`src/cfd_pkg.sv`:
```
// ----------------------------------------------------------------------------
// cfd_pkg: shared types and constants of the circular delay flanger
// Sample, register and position widths, register indexes and the request
// and response bundles of the step reduction unit.
// ----------------------------------------------------------------------------
package cfd_pkg;

	localparam int MAX_DELAY   = 1024;
	localparam int ADDR_BITS   = 10;
	localparam int LEN_BITS    = 11;
	localparam int SAMPLE_BITS = 24;
	localparam int FRAC_BITS   = 16;
	localparam int GAIN_FRAC   = 12;
	localparam int STEP_BITS   = 27;
	localparam int GAIN_BITS   = 16;
	localparam int POS_BITS    = ADDR_BITS + FRAC_BITS;
	localparam int INT_BITS    = STEP_BITS - FRAC_BITS;
	localparam int CFG_BITS    = 27;
	localparam int PROD_BITS   = SAMPLE_BITS + GAIN_BITS;
	localparam int WET_BITS    = PROD_BITS - GAIN_FRAC;
	localparam int CNT_BITS    = 4;

	localparam logic [LEN_BITS-1:0]  LEN_RESET  = 11'd960;
	localparam logic [STEP_BITS-1:0] STEP_RESET = 27'd65536;

	typedef logic signed [SAMPLE_BITS-1:0] sample_t;

	typedef enum logic [1:0] {
		REG_LENGTH = 2'd0,
		REG_STEP   = 2'd1,
		REG_GAIN   = 2'd2
	} cfg_reg_t;

	typedef struct packed {
		logic                       start;
		logic [LEN_BITS-1:0]        len;
		logic signed [INT_BITS-1:0] num;
	} mod_req_t;

	typedef struct packed {
		logic                 busy;
		logic [ADDR_BITS-1:0] rem;
	} mod_rsp_t;

endpackage

```
`src/cfd_step_mod.sv`:
```
// ----------------------------------------------------------------------------
// cfd_step_mod: integer part of the read step reduced modulo the length
// Restoring remainder, one dividend bit per cycle, with the floored
// correction for a negative step applied on the output.
// ----------------------------------------------------------------------------
module cfd_step_mod (
	input  logic              clk,
	input  logic              arst_n,
	input  cfd_pkg::mod_req_t req,
	output cfd_pkg::mod_rsp_t rsp
);
	import cfd_pkg::*;

	logic [CNT_BITS-1:0]  cnt_q;
	logic [INT_BITS-1:0]  mag_q;
	logic [ADDR_BITS-1:0] rem_q;
	logic                 neg_q;
	logic [LEN_BITS-1:0]  len_q;
	logic [LEN_BITS-1:0]  trial;
	logic [LEN_BITS-1:0]  rem_next;
	logic [LEN_BITS-1:0]  mirror;

	assign trial    = {rem_q, mag_q[INT_BITS-1]};
	assign rem_next = (trial >= len_q) ? (trial - len_q) : trial;
	assign mirror   = len_q - {1'b0, rem_q};

	always_ff @(posedge clk or negedge arst_n) begin
		if (!arst_n) begin
			cnt_q <= '0;
		end else if (req.start) begin
			cnt_q <= CNT_BITS'(INT_BITS);
		end else if (cnt_q != '0) begin
			cnt_q <= cnt_q - 1'b1;
		end
	end

	always_ff @(posedge clk) begin
		if (req.start) begin
			neg_q <= req.num[INT_BITS-1];
			mag_q <= req.num[INT_BITS-1] ? INT_BITS'(-req.num) : INT_BITS'(req.num);
			len_q <= req.len;
			rem_q <= '0;
		end else if (cnt_q != '0) begin
			mag_q <= {mag_q[INT_BITS-2:0], 1'b0};
			rem_q <= rem_next[ADDR_BITS-1:0];
		end
	end

	// floor the remainder toward the divisor for a negative step
	always_comb begin
		rsp.busy = (cnt_q != '0);
		if (neg_q && rem_q != '0) begin
			rsp.rem = mirror[ADDR_BITS-1:0];
		end else begin
			rsp.rem = rem_q;
		end
	end

endmodule
```
`config.mk`:
```
export PLATFORM = sky130hd
export DESIGN_NAME = cfd_step_mod
export DESIGN_NICKNAME = d
export VERILOG_FILES = /design/src/cfd_pkg.sv /design/src/cfd_step_mod.sv
export SDC_FILE = /design/constraint.sdc
export NUM_CORES = 1
export LEC_CHECK = 0
export BUFFER_PORTS_ARGS = -buffer_cell sky130_fd_sc_hd__buf_2
export CAP_MARGIN = 0
export CELL_PAD_IN_SITES_DETAIL_PLACEMENT = 2
export CELL_PAD_IN_SITES_GLOBAL_PLACEMENT = 2
export CORE_MARGIN = 4
export CORE_UTILIZATION = 39
export DETAILED_ROUTE_END_ITERATION = 16
export PLACE_DENSITY = 0.9
export SLEW_MARGIN = 40
export SYNTH_ARGS = -nofsm -noshare
export SYNTH_HDL_FRONTEND = slang
export SYNTH_SLANG_ARGS = --single-unit
```
`constraint.sdc`:
```
create_clock -name clk -period 6.6 [get_ports clk]
set_input_delay 0.33 -clock clk [delete_from_list [all_inputs] [get_ports clk]]
set_output_delay 0.33 -clock clk [all_outputs]
set_load 0.05 [all_outputs]
```
* After elaboration in Yosys (flattened, before gate mapping)
Index checks and enable logic that the tools add are counted.
Cells by class: reduce and logical (&&, ||, !) cells 4, divide/modulo/power cells 0, order comparisons 1, equality and inequality tests 0, bitwise operators 0, add/subtract/negate cells 4, shift-type cells 0, $mul 0, muxes and demuxes 7
Operators by type and width (number):
- 11-bit 2-to-1 mux | 3
- 10-bit 2-to-1 mux | 2
- 10-bit subtractor | 2
- 11-bit greater-or-equal comparator | 1
- 11-bit negator | 1
- 10-bit nonzero test | 1
- 4-bit 2-to-1 mux | 2
- 4-bit nonzero test | 1
- 4-bit by 1-bit subtractor with 4-bit output, second input constant | 1
- 2-bit nonzero test | 1
- 1-bit logical AND | 1
Storage, ports and cells: output and inout bits 11, register bits 37, input port bits 25, memories 0, memory bits (writable) 0, bits in read-only memories 0, latch bits 0

* Longest topological paths before layout
depth in word-level cells 3, depth in mapped cells 10, gate-level depth less buffers 10

* Worst setup path before layout
No wires, ideal clock.
path type register to output, from register rem_q[1], to output port rsp[9] (netlist bit), path slack 3.602 ns, arrival time 2.668 ns, cell stages (with the launch flop) 9, buffers on the path 0, data required time 6.270 ns, cells stage by stage dfxtp_1 -> inv_1 -> ha_1 -> nor2b_1 -> o2111ai_1 -> and3_1 -> o31ai_1 -> xnor2_1 -> o21ai_0
RTL lines:
- start, declared | line cfd_step_mod.sv:16 | logic [ADDR_BITS-1:0] rem_q;
- start signal, assigned | line cfd_step_mod.sv:45 | rem_q <= rem_next[ADDR_BITS-1:0];
- end, declared | line cfd_step_mod.sv:10 | output cfd_pkg::mod_rsp_t rsp

==> results.cfg <==
[finish]
fin_nets = 383
drive_gt1_share_pct = 18.51
antenna_cells = 0
area_growth_pct = 14.38
fillers = 769

[power]
seq_power_share_pct = 39.0
ir_drop_v = 0.00008173
p_sw_mw = 0.2757
p_per_area_nw_per_um2 = 231.4
p_sw_share_pct = 37.88
p_comb_share_pct = 35.7
internal_power_mw = 0.4521
clockPowerShare_pct = 25.3
total_power_mw = 0.7278
leakage_nw = 1.392

[yosys]
synth_edf_count = 23
synthFlopType = edfxtp_1
yosys.area_share.simple_pct = 16.33
ys_seq_area_share_pct = 36.03
synth-compound-area-share_pct = 18.33
ys.warnings.count = 0
synth_top_family_by_area = compound AO/OA/AOI/OAI gates
yosysUniqueCellTypes = 58
synth_xor_xnor_area_share_pct = 7.325
syn_inst = 297
ys_seq_elements = 37
syn-cell-area_sq_um = 2750
syn_avg_cell_area_sq_um = 9.260
synth_fa_ha_area_share_pct = 11.46
synthMuxAreaShare_pct = 4.504
syn_nets = 346
async_flop_share_pct = 10.81

[setup_path]
critPathSlowestCell = dfxtp_1
startpoint_type = register
slowest_delay_ns = 0.47
critPathArrivalTime_ns = 2.91
crit_required_ns = 6.27
end_kind = output port
crit_chain = inv_1 -> ha_1 -> nor2b_1 -> o2111ai_1 -> a21boi_0 -> o211a_1 -> a311o_1 -> o21ai_0 -> buf_2
crit_fanout = 6
critPathKind = reg -> out

[floorplanning]
rows = 30
start_util_pct = 40.26
ios = 36
die_y_um = 91.98
core_area_sq_um = 6832
die_area_sq_um = 8459
fp.dieW_um = 91.98

[timing]
max_freq_mhz = 308.7
final.setup.tns_ns = 0
min_period_ns = 3.240
setup_violations = 0
hold_viol_final = 0
clock_skew_ns = 0.005204
post-route-period-util_pct = 49.09
rsz0062_at_grt = false
worst_slew_pin_slew_ns = 0.5521
setup_ws_ns = 3.360
slew_headroom_pct = 62.97
slew_violations = 0

[placed_design]
place.gp.congestion = 0.7615
numPortBuffers = 35
post-place-ws_ns = 3.681
dpl.hpwl_mm = 6.491

[drt]
wl_per_cell_um = 20.39
vias = 2421
ant_nets = 0
drt_iter0_markers = 114
drt-vias-per-instance = 5.617
wirelength_mm = 8.787
firstDrtPassIters = 4
drcViolationCount = 0

[clock_network]
cts_root_buffer = clkbuf_8
cts.sinks = 37
cts_tree = done
ctsResizeCount = 0
clk_path_buf_depth = 2
clk_transition_reported_paths_ns = 0.08
clkLatencyLatePin_ns = 0.30
htree_levels = 2
cts_made_buffers = 5

[run_status]
status = complete, no violations

[global_route]
grt_overflow = 0
grt_max_degree = 48
grt_pass1_vias = 2688
antenna_found_initial = 0
gr-usage-all-layers_pct = 21.12
grt_first_pass_wirelength_mm = 13.81

[flow_run]
cap_violations = 0

[min_path]
hold_class = in -> reg
metrics by stage:
stage / hold WS [ns] / cells / area (sq um) / utilization, %
floorplan: 0.03441 / 297 / 2750 / -
global placement: 0.1400 / 421 / 3015 / 44.14
detailed placement: 0.1426 / 421 / 3015 / 44.14
CTS: 0.1933 / 430 / 3127 / 45.77
global route: 0.1876 / 431 / 3146 / 46.04
finish: 0.2006 / 431 / 3146 / 46.04
synth_stat cells (2+ instances only):
cell	count	area (sq um)
o21ai_0	10	50.05
a21oi_1	22	110.1
and2_1	3	18.77
and3_1	2	12.51
nand2b_1	8	50.05
dfxtp_1	10	200.2
nand2_1	17	63.81
nand4_1	2	12.51
clkbuf_1	8	30.03
o31ai_1	4	30.03
mux2i_1	9	90.09
a211oi_1	8	60.06
or3_1	3	18.77
xor2_1	10	87.58
dfrtp_1	4	100.1
ha_1	22	275.3
nor2_1	31	116.4
nand3_1	4	20.02
nor2b_1	3	18.77
buf_6	2	22.52
nor4_1	2	12.51
a21o_1	4	30.03
nor3_1	8	40.04
a211o_1	2	17.52
inv_1	29	108.9
xnor2_1	13	113.9
fa_1	2	40.04
edfxtp_1	23	690.7
mux2_2	3	33.78
flip-flops by register name (all words and copies together) (netlist names):
name   flops
mag_q     11
cnt_q      4
neg_q      1
rem_q     10
len_q     11
power by group through the flow:
| stage | registers (mW) | logic [mW] | clock network (mW) |
|---|---|---|---|
| after global placement | 0.286 | 0.238 | 0 |
| after floorplan | 0.282 | 0.187 | 0 |
| final | 0.284 | 0.260 | 0.184 |
| after global routing | 0.286 | 0.281 | 0.201 |
| after detailed placement | 0.288 | 0.254 | 0 |
| after CTS | 0.284 | 0.258 | 0.189 |
critical path, delay by kind of cell (launching register included):
| kind | cells | cell delay, ns |
|---|---|---|
| compound gates | 5 | 1.29 |
| flops | 1 | 0.47 |
| buf+inv | 2 | 0.41 |
| fa+ha+maj | 1 | 0.30 |
| simple gates | 1 | 0.14 |
worst paths after layout:
path	start	to	slack, ns	cells after the start
setup / recovery	rem_q[1]	rsp[9]	3.36	9
hold / removal	req[13]	len_q[2]	0.20	1
setup reg to reg	len_q[2]	rem_q[2]	3.90	9
hold reg to reg	cnt_q[1]	cnt_q[1]	0.53	1
max in group asynchronous	arst_n	cnt_q[1]	6.13	2
min in group asynchronous	arst_n	cnt_q[2]	0.35	2
cell type report:
class / instances / area [sq um] / share of cell area [%]
inverters: 30 / 112.6 / 3.580
multi-input cells: 220 / 1602 / 50.91
well taps: 96 / 120.1 / 3.819
flip-flops and latches: 37 / 991.0 / 31.50
clock inverters: 1 / 5.005 / 0.1591
clock buffers: 7 / 96.34 / 3.063
repair buffers: 40 / 219.0 / 6.961
layout by cell type (no fill, tap or decap), types with 2 or more instances in the layout:
cell type  count
a211o_1        2
a211oi_1       8
a21o_1         4
a21oi_1       22
and2_1         3
and3_1         2
buf_2         35
buf_4          3
clkbuf_8       7
dfrtp_1        4
dfxtp_1       10
edfxtp_1      23
fa_1           2
ha_1          22
inv_1         29
mux2_2         3
mux2i_1        9
nand2_1       17
nand2b_1       8
nand3_1        4
nand4_1        2
nor2_1        31
nor2b_1        3
nor3_1         8
nor4_1         2
o21ai_0       10
o31ai_1        4
or3_1          3
xnor2_1       13
xor2_1        10
timing repair:
action                    4_1_cts  5_1_grt
hold endpoints to repair        4        0
setup buffers                   0        0
hold buffers                    1        0
cell families (layout without fill, tap and decap cells):
kind of cell,Yosys count,count (layout)
compound gates,70,70
mux,12,12
simple gates,91,91
xor+xnor,23,23
flops,37,37
buf+inv,40,78
fa+ha+maj,24,24
per-layer routing:
layer / track usage, % / vias up / part of all wire, %
li1: - / 1131 / -
met1: 24.03 / 1226 / 43
met2: 39.11 / 50 / 52
met3: 4.348 / 14 / 2.7
met4: 6.807 / 0 / 2.1
met5: 0 / - / 0
(Power assumes the default switching activity.)
